File: src/hdl/pjq_pkg.sv
// pjq_pkg: shared types, constants and codes of the priority job queue.
// No dependencies; imported by pjq_ctrl, priority_job_queue and the testbench.
`default_nettype none

package pjq_pkg;

  localparam int QUEUE_DEPTH = 16;
  localparam int IDX_W       = $clog2(QUEUE_DEPTH);
  localparam int CNT_W       = $clog2(QUEUE_DEPTH + 1);
  localparam int ENTRY_W     = 56;

  // request codes
  localparam logic [2:0] FN_ENQ    = 3'd0;
  localparam logic [2:0] FN_DEQ    = 3'd1;
  localparam logic [2:0] FN_CMPL   = 3'd2;
  localparam logic [2:0] FN_CANCEL = 3'd3;
  localparam logic [2:0] FN_PROC   = 3'd4;
  localparam logic [2:0] FN_CLEAR  = 3'd5;

  // result status codes
  localparam logic [1:0] RS_OK     = 2'd0;
  localparam logic [1:0] RS_NOT_OK = 2'd1;
  localparam logic [1:0] RS_FULL   = 2'd2;
  localparam logic [1:0] RS_EMPTY  = 2'd3;

  localparam logic [3:0] MAX_GOOD_TYPE = 4'd7;

  typedef enum logic [1:0] {
    ES_FREE,
    ES_QUEUED,
    ES_ACTIVE
  } estat_t;

  typedef struct packed {
    logic [31:0] id;
    logic [3:0]  jtype;
    logic [3:0]  prio;
    logic [15:0] block;
  } entry_t;

  typedef struct packed {
    logic [2:0]  func;
    logic [3:0]  job_type;
    logic [3:0]  priority_req;
    logic [15:0] block_id;
    logic [31:0] job_id;
    logic        job_failed;
  } in_t;

  typedef struct packed {
    logic [1:0]       status;
    logic             job_valid;
    logic [31:0]      out_job_id;
    logic [3:0]       out_job_type;
    logic [3:0]       out_priority;
    logic [15:0]      out_block_id;
    logic             job_outcome;
    logic             last;
    logic [CNT_W-1:0] queued_count;
    logic [CNT_W-1:0] active_count;
    logic [31:0]      completed_count;
    logic [31:0]      failed_count;
  } out_t;

  typedef enum logic [4:0] {
    S_IDLE,
    S_DISPATCH,
    S_INS_RDO,
    S_INS_RDE,
    S_INS_CHK,
    S_POP_O,
    S_POP_E,
    S_SH_RD,
    S_SH_WR,
    S_CP_RD,
    S_CP_CHK,
    S_CN_RDO,
    S_CN_RDE,
    S_CN_CHK,
    S_CL_RDO,
    S_CL_RDE,
    S_CL_CAP,
    S_EMIT
  } state_t;

endpackage

`default_nettype wire

File: src/hdl/pjq_ram.sv
// pjq_ram: generic single-write, single-read synchronous RAM, registered read.
// No dependencies.
`default_nettype none

module pjq_ram #(
  parameter int WIDTH = 8,
  parameter int DEPTH = 16
) (
  input  wire logic                     clk,
  input  wire logic                     we,
  input  wire logic [$clog2(DEPTH)-1:0] waddr,
  input  wire logic [WIDTH-1:0]         wdata,
  input  wire logic [$clog2(DEPTH)-1:0] raddr,
  output logic      [WIDTH-1:0]         rdata
);

  logic [WIDTH-1:0] mem [DEPTH];

  always_ff @(posedge clk) begin
    if (we) begin
      mem[waddr] <= wdata;
    end
  end

  always_ff @(posedge clk) begin
    rdata <= mem[raddr];
  end

endmodule

`default_nettype wire

File: src/hdl/pjq_ctrl.sv
// pjq_ctrl: command sequencer of the job queue; walks the entry and order RAMs.
// Depends on pjq_pkg.
`default_nettype none

module pjq_ctrl
  import pjq_pkg::*;
(
  input  wire logic             clk,
  input  wire logic             rst_n,
  input  wire logic             in_valid,
  output logic                  in_ready,
  input  wire in_t              in_data,
  input  wire logic             cfg_we,
  input  wire logic             cfg_wdata,
  output logic                  emit_valid,
  output out_t                  emit_data,
  input  wire logic             emit_room,
  output logic                  e_we,
  output logic [IDX_W-1:0]      e_waddr,
  output entry_t                e_wdata,
  output logic [IDX_W-1:0]      e_raddr,
  input  wire entry_t           e_rdata,
  output logic                  o_we,
  output logic [IDX_W-1:0]      o_waddr,
  output logic [IDX_W-1:0]      o_wdata,
  output logic [IDX_W-1:0]      o_raddr,
  input  wire logic [IDX_W-1:0] o_rdata
);

  state_t           state_r, state_nxt;
  in_t              cmd_r;
  logic             paused_r;
  logic [CNT_W-1:0] qlen_r, act_r, i_r, len_r;
  logic [31:0]      next_id_r, succ_r, fail_r;
  estat_t           estat_r [QUEUE_DEPTH];
  logic [IDX_W-1:0] slot_r, od_r;
  entry_t           ent_r;
  logic [1:0]       res_status_r;
  logic             res_jv_r, res_outc_r, res_last_r, clr_r;

  logic             free_found;
  logic [IDX_W-1:0] free_idx;
  logic             full;
  logic             ins_stop;
  logic             i_at_end;

  always_comb begin
    free_found = 1'b0;
    free_idx   = '0;
    for (int k = QUEUE_DEPTH - 1; k >= 0; k--) begin
      if (estat_r[k] == ES_FREE) begin
        free_found = 1'b1;
        free_idx   = IDX_W'(k);
      end
    end
  end

  assign full     = !free_found || (qlen_r >= CNT_W'(QUEUE_DEPTH));
  assign ins_stop = e_rdata.prio >= cmd_r.priority_req;
  assign i_at_end = i_r >= len_r;

  // next state
  always_comb begin
    state_nxt = state_r;
    unique case (state_r)
      S_IDLE:     if (in_valid) state_nxt = S_DISPATCH;
      S_DISPATCH: begin
        priority case (cmd_r.func)
          FN_ENQ:    state_nxt = full ? S_EMIT : S_INS_RDO;
          FN_DEQ:    state_nxt = (qlen_r == '0) ? S_EMIT : S_POP_O;
          FN_PROC:   state_nxt = (paused_r || qlen_r == '0) ? S_EMIT : S_POP_O;
          FN_CMPL:   state_nxt = S_CP_RD;
          FN_CANCEL: state_nxt = S_CN_RDO;
          FN_CLEAR:  state_nxt = (qlen_r == '0) ? S_EMIT : S_CL_RDO;
          default:   state_nxt = S_EMIT;
        endcase
      end
      S_INS_RDO:  state_nxt = (i_r == '0) ? S_EMIT : S_INS_RDE;
      S_INS_RDE:  state_nxt = S_INS_CHK;
      S_INS_CHK:  state_nxt = ins_stop ? S_EMIT : S_INS_RDO;
      S_POP_O:    state_nxt = S_POP_E;
      S_POP_E:    state_nxt = S_SH_RD;
      S_SH_RD:    state_nxt = i_at_end ? S_EMIT : S_SH_WR;
      S_SH_WR:    state_nxt = S_SH_RD;
      S_CP_RD: begin
        priority if (i_r == CNT_W'(QUEUE_DEPTH)) state_nxt = S_EMIT;
        else if (estat_r[i_r[IDX_W-1:0]] == ES_ACTIVE) state_nxt = S_CP_CHK;
        else state_nxt = S_CP_RD;
      end
      S_CP_CHK:   state_nxt = (e_rdata.id == cmd_r.job_id) ? S_EMIT : S_CP_RD;
      S_CN_RDO:   state_nxt = i_at_end ? S_EMIT : S_CN_RDE;
      S_CN_RDE:   state_nxt = S_CN_CHK;
      S_CN_CHK:   state_nxt = (e_rdata.id == cmd_r.job_id) ? S_SH_RD : S_CN_RDO;
      S_CL_RDO:   state_nxt = S_CL_RDE;
      S_CL_RDE:   state_nxt = S_CL_CAP;
      S_CL_CAP:   state_nxt = S_EMIT;
      S_EMIT: begin
        if (emit_room) state_nxt = (clr_r && !res_last_r) ? S_CL_RDO : S_IDLE;
      end
      default:    state_nxt = S_IDLE;
    endcase
  end

  // RAM ports and result
  always_comb begin
    e_we    = 1'b0;
    e_waddr = free_idx;
    e_wdata = '{id: next_id_r, jtype: cmd_r.job_type, prio: cmd_r.priority_req,
                block: cmd_r.block_id};
    e_raddr = '0;
    o_we    = 1'b0;
    o_waddr = '0;
    o_wdata = slot_r;
    o_raddr = '0;
    unique case (state_r)
      S_DISPATCH: e_we = (cmd_r.func == FN_ENQ) && !full;
      S_INS_RDO: begin
        o_raddr = IDX_W'(i_r - 1'b1);
        o_we    = (i_r == '0);
      end
      S_INS_RDE:  e_raddr = o_rdata;
      S_INS_CHK: begin
        o_we    = 1'b1;
        o_waddr = i_r[IDX_W-1:0];
        o_wdata = ins_stop ? slot_r : od_r;
      end
      S_POP_O:    e_raddr = o_rdata;
      S_SH_RD:    o_raddr = i_r[IDX_W-1:0];
      S_SH_WR: begin
        o_we    = 1'b1;
        o_waddr = IDX_W'(i_r - 1'b1);
        o_wdata = o_rdata;
      end
      S_CP_RD:    e_raddr = i_r[IDX_W-1:0];
      S_CN_RDO:   o_raddr = i_r[IDX_W-1:0];
      S_CN_RDE:   e_raddr = o_rdata;
      S_CL_RDO:   o_raddr = i_r[IDX_W-1:0];
      S_CL_RDE:   e_raddr = o_rdata;
      default: ;
    endcase
  end

  assign in_ready   = (state_r == S_IDLE);
  assign emit_valid = (state_r == S_EMIT);

  always_comb begin
    emit_data                 = '0;
    emit_data.status          = res_status_r;
    emit_data.job_valid       = res_jv_r;
    emit_data.job_outcome     = res_outc_r;
    emit_data.last            = res_last_r;
    emit_data.queued_count    = qlen_r;
    emit_data.active_count    = act_r;
    emit_data.completed_count = succ_r;
    emit_data.failed_count    = fail_r;
    if (res_jv_r) begin
      emit_data.out_job_id   = ent_r.id;
      emit_data.out_job_type = ent_r.jtype;
      emit_data.out_priority = ent_r.prio;
      emit_data.out_block_id = ent_r.block;
    end
  end

  always_ff @(posedge clk) begin
    if (!rst_n) begin
      state_r   <= S_IDLE;
      paused_r  <= 1'b0;
      qlen_r    <= '0;
      act_r     <= '0;
      next_id_r <= 32'd1;
      succ_r    <= '0;
      fail_r    <= '0;
      clr_r     <= 1'b0;
      for (int k = 0; k < QUEUE_DEPTH; k++) estat_r[k] <= ES_FREE;
    end else begin
      state_r <= state_nxt;
      if (cfg_we) paused_r <= cfg_wdata;
      unique case (state_r)
        S_IDLE: if (in_valid) cmd_r <= in_data;
        S_DISPATCH: begin
          len_r      <= qlen_r;
          i_r        <= '0;
          res_last_r <= 1'b1;
          res_jv_r   <= 1'b0;
          res_outc_r <= 1'b0;
          clr_r      <= 1'b0;
          priority case (cmd_r.func)
            FN_ENQ: begin
              if (full) begin
                res_status_r <= RS_FULL;
              end else begin
                res_status_r     <= RS_OK;
                res_jv_r         <= 1'b1;
                slot_r           <= free_idx;
                ent_r            <= e_wdata;
                estat_r[free_idx] <= ES_QUEUED;
                next_id_r        <= next_id_r + 32'd1;
                i_r              <= qlen_r;
              end
            end
            FN_DEQ:  res_status_r <= (qlen_r == '0) ? RS_EMPTY : RS_OK;
            FN_PROC: begin
              priority if (paused_r) res_status_r <= RS_NOT_OK;
              else if (qlen_r == '0) res_status_r <= RS_EMPTY;
              else res_status_r <= RS_OK;
            end
            FN_CLEAR: begin
              res_status_r <= RS_OK;
              if (qlen_r != '0) begin
                clr_r  <= 1'b1;
                qlen_r <= '0;
              end
            end
            default: res_status_r <= RS_NOT_OK;
          endcase
        end
        S_INS_RDO: if (i_r == '0) qlen_r <= qlen_r + 1'b1;
        S_INS_RDE: od_r <= o_rdata;
        S_INS_CHK: begin
          if (ins_stop) qlen_r <= qlen_r + 1'b1;
          else i_r <= i_r - 1'b1;
        end
        S_POP_O: slot_r <= o_rdata;
        S_POP_E: begin
          ent_r    <= e_rdata;
          res_jv_r <= 1'b1;
          i_r      <= CNT_W'(1);
          if (cmd_r.func == FN_DEQ) begin
            estat_r[slot_r] <= ES_ACTIVE;
            act_r           <= act_r + 1'b1;
          end else begin
            // process-one: pop, then complete at once; active count nets out
            estat_r[slot_r] <= ES_FREE;
            if (e_rdata.jtype > MAX_GOOD_TYPE) begin
              fail_r     <= fail_r + 32'd1;
              res_outc_r <= 1'b1;
            end else begin
              succ_r <= succ_r + 32'd1;
            end
          end
        end
        S_SH_RD: if (i_at_end) qlen_r <= qlen_r - 1'b1;
        S_SH_WR: i_r <= i_r + 1'b1;
        S_CP_RD: begin
          if (i_r != CNT_W'(QUEUE_DEPTH) && estat_r[i_r[IDX_W-1:0]] != ES_ACTIVE)
            i_r <= i_r + 1'b1;
        end
        S_CP_CHK: begin
          if (e_rdata.id == cmd_r.job_id) begin
            ent_r        <= e_rdata;
            res_jv_r     <= 1'b1;
            res_status_r <= RS_OK;
            res_outc_r   <= cmd_r.job_failed;
            estat_r[i_r[IDX_W-1:0]] <= ES_FREE;
            if (act_r != '0) act_r <= act_r - 1'b1;
            if (cmd_r.job_failed) fail_r <= fail_r + 32'd1;
            else succ_r <= succ_r + 32'd1;
          end else begin
            i_r <= i_r + 1'b1;
          end
        end
        S_CN_RDE: slot_r <= o_rdata;
        S_CN_CHK: begin
          i_r <= i_r + 1'b1;
          if (e_rdata.id == cmd_r.job_id) begin
            ent_r           <= e_rdata;
            res_jv_r        <= 1'b1;
            res_status_r    <= RS_OK;
            res_outc_r      <= 1'b1;
            estat_r[slot_r] <= ES_FREE;
          end
        end
        S_CL_RDE: slot_r <= o_rdata;
        S_CL_CAP: begin
          ent_r           <= e_rdata;
          res_jv_r        <= 1'b1;
          res_outc_r      <= 1'b1;
          estat_r[slot_r] <= ES_FREE;
          res_last_r      <= (i_r == len_r - 1'b1);
        end
        S_EMIT: if (emit_room && clr_r && !res_last_r) i_r <= i_r + 1'b1;
        default: ;
      endcase
    end
  end

  a_queue_bound: assert property (@(posedge clk) disable iff (!rst_n)
    state_r == S_IDLE |-> (CNT_W + 1)'(qlen_r) + (CNT_W + 1)'(act_r)
                          <= (CNT_W + 1)'(QUEUE_DEPTH))
    else $error("queued plus active jobs exceed the pool");

  a_accept_busy: assert property (@(posedge clk) disable iff (!rst_n)
    in_valid && in_ready |=> state_r == S_DISPATCH)
    else $error("accepted transfer not dispatched");

  a_clear_empties: assert property (@(posedge clk) disable iff (!rst_n)
    clr_r && state_r == S_EMIT |-> qlen_r == '0)
    else $error("queue not empty while flushing");

  a_single_ram_write: assert property (@(posedge clk) disable iff (!rst_n)
    e_we |-> !o_we && state_r == S_DISPATCH)
    else $error("entry write outside dispatch");

endmodule

`default_nettype wire

File: src/hdl/priority_job_queue.sv
// priority_job_queue: top level; entry and order RAMs, sequencer, result register.
// Depends on pjq_pkg, pjq_ram, pjq_ctrl.
//
// Usage:
//   in_valid/in_ready/in_data carry one command (enqueue, dequeue, complete,
//   cancel, process-one, clear). out_valid/out_ready/out_data carry results;
//   each command gives one result, except clear on a non-empty queue, which
//   gives one per flushed job, the final one flagged by last.
//   cfg_we/cfg_wdata write the paused bit; write it only while idle.
//   One command at a time: in_ready is high only while the sequencer idles,
//   from the clock edge at which the final result is registered.
//   Time to out_valid grows with the RAM walks, one read per cycle: enqueue
//   walks up from the tail past each lower-priority job; dequeue and
//   process-one shift the rest of the queue up; complete scans the slots and
//   compares the id of each active one; cancel scans the order for the id,
//   then shifts the jobs behind it up; clear reads out one flushed job at a
//   time; a full, empty, refused or bad-code command goes straight to output.
//   A result waits in the sequencer until the output register is free or
//   being read, so a stalled receiver holds in_ready low.
//   Reset (rst_n low, synchronous) frees all entries, empties the queue,
//   zeroes counters, sets the next job id to 1 and clears paused.
`default_nettype none

module priority_job_queue
  import pjq_pkg::*;
(
  input  wire logic clk,
  input  wire logic rst_n,
  input  wire logic in_valid,
  output logic      in_ready,
  input  wire in_t  in_data,
  output logic      out_valid,
  input  wire logic out_ready,
  output out_t      out_data,
  input  wire logic cfg_we,
  input  wire logic cfg_wdata
);

  logic             emit_valid, emit_room;
  out_t             emit_data;
  logic             e_we, o_we;
  logic [IDX_W-1:0] e_waddr, e_raddr, o_waddr, o_wdata, o_raddr, o_rdata;
  entry_t           e_wdata, e_rdata;
  logic             out_valid_r;
  out_t             out_data_r;

  pjq_ram #(.WIDTH(ENTRY_W), .DEPTH(QUEUE_DEPTH)) u_entry_ram (
    .clk(clk), .we(e_we), .waddr(e_waddr), .wdata(e_wdata),
    .raddr(e_raddr), .rdata(e_rdata)
  );

  pjq_ram #(.WIDTH(IDX_W), .DEPTH(QUEUE_DEPTH)) u_order_ram (
    .clk(clk), .we(o_we), .waddr(o_waddr), .wdata(o_wdata),
    .raddr(o_raddr), .rdata(o_rdata)
  );

  pjq_ctrl u_ctrl (
    .clk(clk), .rst_n(rst_n),
    .in_valid(in_valid), .in_ready(in_ready), .in_data(in_data),
    .cfg_we(cfg_we), .cfg_wdata(cfg_wdata),
    .emit_valid(emit_valid), .emit_data(emit_data), .emit_room(emit_room),
    .e_we(e_we), .e_waddr(e_waddr), .e_wdata(e_wdata),
    .e_raddr(e_raddr), .e_rdata(e_rdata),
    .o_we(o_we), .o_waddr(o_waddr), .o_wdata(o_wdata),
    .o_raddr(o_raddr), .o_rdata(o_rdata)
  );

  assign emit_room = !out_valid_r || out_ready;

  always_ff @(posedge clk) begin
    if (!rst_n) begin
      out_valid_r <= 1'b0;
    end else if (emit_room) begin
      out_valid_r <= emit_valid;
    end
  end

  always_ff @(posedge clk) begin
    if (emit_room && emit_valid) begin
      out_data_r <= emit_data;
    end
  end

  assign out_valid = out_valid_r;
  assign out_data  = out_data_r;

endmodule

`default_nettype wire

File: config.mk
export PLATFORM = sky130hd
export DESIGN_NAME = priority_job_queue
export DESIGN_NICKNAME = d
export VERILOG_FILES = /design/src/hdl/pjq_pkg.sv /design/src/hdl/pjq_ram.sv /design/src/hdl/pjq_ctrl.sv /design/src/hdl/priority_job_queue.sv
export SDC_FILE = /design/constraint.sdc
export NUM_CORES = 2
export LEC_CHECK = 0
export BUFFER_PORTS_ARGS = -buffer_cell sky130_fd_sc_hd__buf_2
export CAP_MARGIN = 10
export CORE_MARGIN = 5
export CORE_UTILIZATION = 50
export DETAILED_ROUTE_END_ITERATION = 10
export PLACE_DENSITY_LB_ADDON = 0.15
export RECOVER_POWER = 50
export SYNTH_ARGS = -nofsm -noshare
export SYNTH_HDL_FRONTEND = slang
export SYNTH_HIERARCHICAL = 1
export SYNTH_SLANG_ARGS = --single-unit
File: constraint.sdc
create_clock -name clk -period 9.9 [get_ports clk]
set_input_delay 1.98 -clock clk [delete_from_list [all_inputs] [get_ports clk]]
set_output_delay 1.98 -clock clk [all_outputs]
set_load 0.005 [all_outputs]
==> flow_summary.ini <==
[finish]
utilization_pct = 56.5
fin_nets = 3504
drive_gt1_share_pct = 18.4
ff_latch_area_um2 = 41600
fillers = 8512
multi_input_area_um2 = 13600
syn2layout_area_growth_pct = 12.6

[route]
drtIter0Drc = 2818
finalWirelength_mm = 136
wire_per_inst_um = 26.9
vias = 30100
drcViolationCount = 0
firstDrtPassIters = 6
antenna_left = 0
via_per_inst = 5.98

[pwr]
p_int_mw = 11.4
power.switching_mw = 4.15
power.leakage_nw = 20.2
ir_worst_vdd_mv = 0.152
p_comb_share_pct = 17.1
swShare_pct = 26.7
finalPower_mw = 15.5
p_per_area_nw_per_um2 = 245
p_clk_share_pct = 35.2
seqPwrFrac_pct = 47.7

[clocking]
cts.sinks = 1444
cts_hold_buffers = 0
cts_max_level = 4
clk_pin_slew_ps = 60
postCtsSetupBuffers = 0
clk_latency_ps = 740
cts_tree = built
cts-root-buf = clkbuf_16
clockBufferDepth = 3
ctsResizeCount = 0
numCtsBuffers = 148

[floorplan]
die_w_um = 345
core_um2 = 112000
pin_count = 203
start_util_pct = 50.1
die_area_um2 = 119000
fp.dieH_um = 345
num_rows = 123

[synthesis]
yosys.area_share.adder_pct = 0.561
synthTopCellsByArea = edfxtp_1, mux4_2, dfxtp_1, a22oi_1, nand2_1
synthSimpleGateAreaFrac_pct = 6.47
synth_warnings = 6
synth_fp_nets = 3274
synth_compound_area_share_pct = 4.22
muxShareOfSynthArea_pct = 11.1
post-synth-top-area-cell = edfxtp_1
synth.avg_cell_area_um2 = 17.7
synth_top_family_by_area = multiplexers
ys_async_sr_fraction_pct = 0
yosysUniqueCellTypes = 82
syn_area_um2 = 56300
yosysTopAreaCellShare_pct = 67.6
yosysSeqAreaShare_pct = 73.9
synth_cells = 3184
synth_edf_count = 1266
synthXorXnorAreaFrac_pct = 1.62
ys.flop_type = edfxtp_1
ys_ff_latch = 1444

[timing]
finalCriticalPeriod_ps = 6770
skew_ps = 26.3
fin_ws_ps = 3130
setup_viol = 0
rsz0062_at_grt = false
tightest_slew_ps = 3390
max_freq_mhz = 148
tns_ps = 0
drv_slew = 205
period_share_pct = 68.4
slew_headroom_pct = -126
timing.hold.ws_ps = 423
hold_viol_final = 0

[setup_path]
critPathLaunchType = register
regToRegSetupSlack_ps = 3130
cp_max_fo = 67
critPathRequiredTime_ps = 10260
crit_arrival_ps = 7130
worst_setup_path_end_kind = register
crit_type = register to register

[placed_design]
dp_hpwl_mm = 76.8
globalplace.congestion = 0.866
port_buffers = 202
pre_cts_slack_ps = 4220

[global_routing]
grt_start_max_net_pins = 122
gr-total-overflow = 0
grt_pass1_wl_mm = 199
track_usage_pct = 22.4
grt_pass1_vias = 30400
antenna_found_initial = 8

[run_status]
status = finished with violations
violations = capacitance limit, slew limit

[min_path]
hp-class = register to register

[run]
max-cap-violations = 6
[cell families (layout without fill, tap and decap cells)]
family | Yosys count | after routing
xor+xnor | 104 | 104
other cells | 0 | 3
buf+inv | 233 | 583
simple gates | 716 | 716
compound gates | 350 | 350
mux | 313 | 313
flops | 1444 | 1444
fa+ha+maj | 24 | 24
[critical path, stage by stage, from the launching register on]
cell and delay (ps):
dfxtp_1 830, nand2b_1 290, nor2_1 340, and2_0 1780, clkbuf_1 2100, buf_4 910
[Yosys cell counts (all sizes together), types with 5 or more instances]
master	instances
o211ai	7
a221o	5
mux2	53
a21o	9
dfxtp	178
nor2	164
nand2	184
mux2i	19
xnor2	40
nand3b	10
o22ai	16
o21bai	9
nor4	20
or2	9
a21oi	47
or3	22
inv	57
o21a	7
mux4	241
nand3	46
edfxtp	1266
or4	9
clkbuf	108
xor2	64
nand2b	33
and4	7
nor3b	24
buf	68
o21ai	76
and2	66
ha	22
nor2b	14
a22oi	116
a211oi	8
nor3	57
nand4	20
a22o	5
a31oi	8
and3	19
[cell usage in the layout (no fill, tap or decap), types with 51 or more instances in the layout]
cell | synthesis | routed
edfxtp_1 | 1266 | 1266
xor2_1 | 64 | 64
dfxtp_1 | 178 | 178
a22oi_1 | 116 | 116
nor2_1 | 164 | 156
mux2_2 | 53 | 51
buf_2 | 14 | 73
clkbuf_1 | 108 | 175
inv_1 | 57 | 56
nand2_1 | 184 | 184
clkbuf_16 | 0 | 151
mux4_2 | 227 | 227
o21ai_0 | 74 | 70
[cell type report]
cell class	instances	share of cell area [%]
Antenna cell	3	0.0118
Clock buffer	203	6.38
Clock inverter	67	1.17
Inverter	57	0.340
Multi-Input combinational cell	1507	21.5
Sequential cell	1444	65.6
Tap cell	1500	2.96
Timing Repair Buffer	256	2.01
[state kept, by name, indices dropped and copies added, names as in the netlist, 2 cells and up, named ones only]
signal and count:
u_ctrl/e_wdata 24, u_order_ram/mem 64, u_order_ram/rdata 4, u_ctrl/cmd_r 36, u_entry_ram/mem 896, u_ctrl/succ_r 32, u_ctrl/next_id_r 32, u_ctrl/res_status_r 2
u_ctrl/len_r 5, u_ctrl/fail_r 32, u_entry_ram/rdata 56, out_data 135, u_ctrl/qlen_r 5, u_ctrl/estat_r 32, u_ctrl/act_r 5, u_ctrl/slot_r 4
u_ctrl/ent_r 56, u_ctrl/state_r 5, u_ctrl/od_r 4, u_ctrl/i_r 5
[metrics by stage]
stage,std cells,instance area (um^2)
3_3_place_gp,4764,58800
5_1_grt,5034,63400
3_5_place_dp,4764,58800
2_1_floorplan,3184,56300
6_report,5037,63400
4_1_cts,5034,63600
[metal layers]
layer | track usage, % | vias up | part of all wire, %
li1 | - | 13000 | -
met1 | 30.7 | 15700 | 42
met2 | 36.5 | 1197 | 49
met3 | 4.90 | 211 | 7.4
met4 | 6.54 | 4 | 2.4
met5 | 0 | - | 0.017
[power groups by stage]
stage | sequential, mW | combinational (mW) | clock [mW]
CTS | 7.39 | 2.69 | 5.58
floorplan | 7.33 | 1.99 | 0
detailed placement | 7.52 | 2.68 | 0
global placement | 7.50 | 2.65 | 0
global route | 7.44 | 2.87 | 5.83
finish | 7.40 | 2.66 | 5.47
[final timing paths]
check / startpoint / endpoint / cells past startpoint
max: u_ctrl/state_r[0] / out_data[70] / 5
min: u_ctrl/res_status_r[1] / out_data[134] / 0
max reg2reg: u_ctrl/state_r[0] / out_data[70] / 5
min reg2reg: u_ctrl/res_status_r[1] / out_data[134] / 0
No activity file was read; power rests on OpenSTA's default activity.
